--- src/sv/fbdt_pkg.sv ---
// Shared types, constants and helpers of the fragment blend and depth test block.
// Used by fbdt_blend, fbdt_ctrl and fragment_blend_depth_test.
// No dependencies.
package fbdt_pkg;

   localparam int unsigned PIXELS_DEF    = 65536;
   localparam int unsigned MAX_WIDTH_DEF = 256;

   localparam int unsigned CH_W      = 8;
   localparam int unsigned IN_CH_W   = 10;
   localparam int unsigned DEPTH_W   = 24;
   localparam int unsigned COLOR_W   = 3 * CH_W;
   localparam int unsigned FWIDTH_W  = 9;
   localparam int unsigned CSR_ADDR_W = 3;
   localparam int unsigned CSR_DATA_W = 32;

   localparam logic [CH_W-1:0]     CH_MAX        = 8'd255;
   localparam logic [CH_W-1:0]     ALPHA_HALF    = 8'd128;
   localparam logic [DEPTH_W-1:0]  DEPTH_FAR     = 24'h7F_FFFF;
   localparam logic [COLOR_W-1:0]  COLOR_CLEAR   = '0;
   localparam logic [FWIDTH_W-1:0] FWIDTH_RESET  = 9'd256;

   // register index taken from csr_paddr[2]
   localparam logic REG_FRAME_WIDTH = 1'b0;

   typedef enum logic [1:0] {
      ST_CLEAR,
      ST_IDLE,
      ST_MULT,
      ST_DONE
   } ctrl_state_type;

   typedef struct packed {
      logic ready;     // item may be taken
      logic take;      // item accepted this cycle, store read issued
      logic calc;      // read data valid, products registered
      logic commit;    // stores written, result loaded
      logic clearing;  // clearing pass in progress
   } ctrl_type;

   function automatic logic [CH_W-1:0] sat_channel(input logic [IN_CH_W-1:0] v);
      sat_channel = (v > IN_CH_W'(CH_MAX)) ? CH_MAX : v[CH_W-1:0];
   endfunction

endpackage

--- src/sv/fbdt_ctrl.sv ---
// Sequencer of the block: clearing pass after reset, then read, multiply, commit per item.
// Depends on fbdt_pkg.
module fbdt_ctrl
   import fbdt_pkg::*;
#(
   parameter int unsigned ADDR_W = 16
) (
   input  logic              clock,
   input  logic              reset,
   input  logic              req_valid,
   input  logic              rsp_busy,
   output ctrl_type          ctrl,
   output logic [ADDR_W-1:0] clr_addr
);

   ctrl_state_type    state_ff, state_in;
   logic [ADDR_W-1:0] clr_addr_ff, clr_addr_in;

   always_ff @(posedge clock) begin
      if (reset) begin
         state_ff    <= ST_CLEAR;
         clr_addr_ff <= '0;
      end else begin
         state_ff    <= state_in;
         clr_addr_ff <= clr_addr_in;
      end
   end

   always_comb begin
      state_in    = state_ff;
      clr_addr_in = clr_addr_ff;
      case (state_ff)
         ST_CLEAR: begin
            clr_addr_in = clr_addr_ff + ADDR_W'(1);
            if (clr_addr_ff == '1) begin
               state_in = ST_IDLE;
            end
         end
         ST_IDLE: begin
            if (req_valid) begin
               state_in = ST_MULT;
            end
         end
         ST_MULT: begin
            state_in = ST_DONE;
         end
         ST_DONE: begin
            // hold until the result register is free
            if (!rsp_busy) begin
               state_in = ST_IDLE;
            end
         end
         default: begin
            state_in = ST_IDLE;
         end
      endcase
   end

   always_comb begin
      ctrl = '0;
      case (state_ff)
         ST_CLEAR: begin
            ctrl.clearing = 1'b1;
         end
         ST_IDLE: begin
            ctrl.ready = 1'b1;
            ctrl.take  = req_valid;
         end
         ST_MULT: begin
            ctrl.calc = 1'b1;
         end
         ST_DONE: begin
            ctrl.commit = !rsp_busy;
         end
         default: begin
            ctrl = '0;
         end
      endcase
   end

   assign clr_addr = clr_addr_ff;

endmodule

--- config.mk ---
export PLATFORM = sky130hd
export DESIGN_NAME = fbdt_ctrl
export DESIGN_NICKNAME = d
export VERILOG_FILES = /design/src/sv/fbdt_pkg.sv /design/src/sv/fbdt_ctrl.sv
export SDC_FILE = /design/constraint.sdc
export NUM_CORES = 1
export LEC_CHECK = 0
export BUFFER_PORTS_ARGS = -buffer_cell sky130_fd_sc_hd__buf_2
export CORE_ASPECT_RATIO = 1.2
export CORE_MARGIN = 4
export CORE_UTILIZATION = 46
export CTS_CLUSTER_SIZE = 12
export DETAILED_ROUTE_END_ITERATION = 10
export PLACE_DENSITY = 0.83
export SYNTH_ARGS = -nofsm -noshare
export SYNTH_HDL_FRONTEND = slang
export SYNTH_SLANG_ARGS = --single-unit
--- constraint.sdc ---
create_clock -name clock -period 1.75 [get_ports clock]
set_input_delay 0.175 -clock clock [delete_from_list [all_inputs] [get_ports clock]]
set_output_delay 0.175 -clock clock [all_outputs]
set_load 0.03 [all_outputs]
# Yosys cells after proc, flatten, opt, wreduce, memory -nomap -nowiden
# Cells that the tools add are included.
[classes]
add_sub_neg = 1
mul = 0
n_div = 0
order_cmp = 0
n_eq_ne = 7
shift = 0
muxes = 8
bitwise = 0
n_reduce_logical = 3
[ops]
columns = ["cell", "n"]
rows = [
  ["16-bit by 1-bit adder with 16-bit output, second input constant", 1],
  ["16-bit equality test, second input constant", 1],
  ["2-bit two-way mux", 4],
  ["2-bit case mux with 4 select lines", 1],
  ["2-bit != test, second input constant", 3],
  ["2-bit equality test, second input constant", 2],
  ["1-bit two-way mux", 3],
  ["3-bit AND reduction", 1],
  ["2-bit by 1-bit equality test with 1-bit output, second input constant", 1],
  ["2-bit logical NOT", 1],
  ["1-bit logical NOT", 1],
]
[word_totals]
register_bits = 18
latch_bits = 0
ram_bits = 0
romBits = 0
inputBits = 4
output_inout_bits = 21
n_memories = 0

# Longest topological paths before layout
[logic_depth]
depth_word = 3
depth_mapped = 7
depth_no_buf = 6

# Worst setup path before layout
# No wires, ideal clock.
[synth_path]
path_kind = "register to register"
start = "reg state_ff[1]"
end = "reg clr_addr_ff[15], in the netlist clr_addr[15]"
setup_ps = 121
arrival_time_ps = 1838
required_ps = 1629
slack_ps = -208
stages_incl_launch_ff = 8
n_path_buf = 1
path_cell_list = "dfxtp_1 > inv_1 > ha_1 > and4_1 > buf_6 > nand3_4 > nor3_1 > mux2_2"
[synth_between]
elab_chain_len = 1
[synth_rtl]
columns = ["element", "line", "rtl"]
rows = [
  ["from (decl)", "fbdt_ctrl.sv:16", "ctrl_state_type state_ff, state_in;"],
  ["from (signal assigned)", "fbdt_ctrl.sv:24", "state_ff <= state_in;"],
  ["2-bit logical NOT", "fbdt_ctrl.sv:32", "case (state_ff)"],
  ["to (signal assigned)", "fbdt_ctrl.sv:25", "clr_addr_ff <= clr_addr_in;"],
  ["to (decl)", "fbdt_ctrl.sv:17", "logic [ADDR_W-1:0] clr_addr_ff, clr_addr_in;"],
]
# No other way between the ends.
# A chain may end at the register's enable or synchronous reset.

# Worst setup path after layout
[layout_path]
start = "reg state_ff[0]"
end = "reg clr_addr_ff[15], in the netlist clr_addr[15]"
# Same word-level chain as after synthesis.

==> impl_results.md <==
- CP max FO: 7
- Status: finished clean
- FF+latch count, synth: 18
- Worst hold path type: in -> reg
- Clk pin slew, worst setup/hold paths: 110 ps
- FF/Latch Area: 363 um^2
- Yosys warning count: 0
- Worst skew pair latency: 290 ps
- Die area: 2910 um^2
- Die height: 58.3 um
- Met3 usage: 2.28%
- GRT overflow: 0
- Global-route wire length before repair: 3.55 mm
- Crit path required time: 1950 ps
- Setup TNS: 0 ps
- F_max: 612 MHz
- Most Used Layer, Global Route: met2
- Worst IR Drop VDD: 0.731 mV
- First-pass iteration count of the detailed router: 4
- Non-filler cells, final: 153
- Cells after DPL: 149
- Root Driver: clkbuf_4
- Area contributors post-synth: dfxtp_1, ha_1, nor2_1, xnor2_1, xor2_1
- Setup crit start kind: flop
- Rows: 17
- Final Util: 61.6%
- DP HPWL: 1.64 mm
- RSZ-0062 raised after global routing: yes
- Top-area cell type share of the netlist area: 37.2%
- Final slew viol count: 0
- Share of cells above drive strength 1: 35.1%
- CP Capture Type: flop
- CORE AREA: 1910 um^2
- Vias in the first global route: 785
- Area of the mapped netlist: 970 um^2
- Tot GR Track Use: 15.6%
- Area Growth Syn to Fin: 21.7%
- Gate Count Post-Synth: 106
- Syn_nets: 115
- Final instance area: 1180 um^2
- DRT Wirelength: 2.16 mm
- PortBufs: 24
- CTS tree: done
- Met1 Track Usage GR: 17.4%
- Area of the multi-input gates: 581 um^2
- Commonest non-fill, non-tap cell in the layout: buf_2
- Post-DR wirelength/cell: 14.1 um
- Final min period: 1630 ps
- PD cells: 1030 nW/um^2
- GP Congestion: 0.710
- Most frequent cells in the layout: buf_2, dfxtp_1, nor2_1
- Post-route ant nets: 0
- Max Buffers Root-to-Sink: 2
- Initial antenna violation count: 0
- Post-CTS Repair Setup Buffers: 0
- Worst Skew: 8.35 ps
- Met2 Track Usage GR: 28.0%
- Hold depth: 2
- Area leader, netlist: dfxtp_1
- Antenna cell count: 0
- Tcrit/Tclk final: 93.4%
- Worst slew pin tran: 382 ps
- Clk sink count: 18
- Worst-case reg-to-reg path depth: 6
- Final setup fails: 0
- WP data arrival: 1830 ps
- DR vias: 852
- Rel. slew slack: 74.6%
- Initial Util: 50.7%
- Total of max-cap violations: 0
- Leakage: 0.000558 uW
- Library cells used by synthesis: 34
- Hold Vio Cnt, Final: 0
- DRC: 0
- Die X: 49.9 um
- Initial DRC count: 14
- Largest net degree at the start of global routing: 23
- Critical path type: reg -> reg
- Layout Nets: 144
- H-tree depth: 1
- Filler cells: 164
- Avg Synthesized Cell Area: 9.15 um^2
- IO Count: 25
- CTS Buf Count: 3
- Sequential-to-total area share from yosys stat: 37.2%
- Dpl cell area: 1130 um^2
- Number of vias per cell: 5.57
-- cell families (layout without fill, tap and decap cells) --
group,count (synthesis),after routing,synth area share [%]
xor+xnor,10,10,9.03
buf+inv,11,39,5.55
fa+ha+maj,5,5,6.45
mux,4,4,4.39
compound gates,11,11,7.23
simple gates,47,47,30.2
flops,18,18,37.2
-- through the flow --
| step | total power, uW | hold slack [ps] | setup WS, ps |
|---|---|---|---|
| final | 1220 | 272 | 116 |
| after global routing | 1280 | 285 | -20.8 |
| after detailed placement | 961 | 522 | 56.7 |
| after global placement | 936 | 515 | 130 |
| after CTS | 1210 | 256 | 41.7 |
| after floorplan | 851 | 419 | 3.55 |
-- registers in the layout, indices dropped and copies added, names as in the netlist --
name      count
clr_addr     16
state_ff      2
-- synthesized netlist by cell type --
master / number
a211oi_1: 1
a21oi_1: 3
a22oi_1: 1
a311o_1: 1
and2_1: 1
and3_1: 1
and3_2: 1
and4_1: 1
and4_2: 1
buf_1: 1
buf_2: 1
buf_4: 1
buf_6: 1
dfxtp_1: 18
ha_1: 5
inv_1: 7
mux2_2: 2
mux2i_1: 2
nand2_1: 4
nand3_1: 5
nand3_4: 1
nand4_1: 5
nand4_4: 1
nor2_1: 13
nor2b_1: 4
nor3_1: 2
nor4_1: 3
nor4_4: 1
o211a_1: 1
o21ai_0: 4
or3_1: 2
or3_2: 1
xnor2_1: 5
xor2_1: 5
-- routing by layer --
| metal | wire, um | share of wire (%) | vias up |
|---|---|---|---|
| met5 | 0 | 0 | - |
| met3 | 102 | 4.7 | 4 |
| li1 | - | - | 425 |
| met4 | 27 | 1.2 | 0 |
| met2 | 1160 | 54 | 25 |
| met1 | 872 | 40 | 398 |
-- worst max-delay path: stages (launching register included) --
cell and delay [ps]:
dfxtp_1 340, inv_1 140, ha_4 210, and4_4 240, nand3_4 80, nor3_2 200, mux2_2 350
-- path summary, 6_finish.rpt --
check | from | end | slack (ps)
max reg2reg | state_ff[0] | clr_addr[15] | 120
max | state_ff[0] | clr_addr[15] | 120
min reg2reg | clr_addr[13] | clr_addr[13] | 540
min | reset | clr_addr[12] | 270
-- power breakdown --
group / internal [uW] / leakage, uW / total, uW / switching (uW)
sequential: 455 / 0.000146 / 501 / 45.5
clock: 127 / 0.0000210 / 254 / 128
combinational: 167 / 0.000390 / 462 / 295
-- repair_timing --
item                                    CTS  global route
hold buffers                              0             0
gates resized for setup                   0             5
endpoints found under the setup margin    0             2
endpoints found under the hold margin     0             0
-- layout make-up --
class                           count  area share, %
Clock buffer                        4           3.08
Sequential cell                    18           30.8
Multi-Input combinational cell     77           49.2
Tap cell                           19           2.01
Timing Repair Buffer               28           12.7
Inverter                            7           2.23
(Power assumes the default switching activity.)
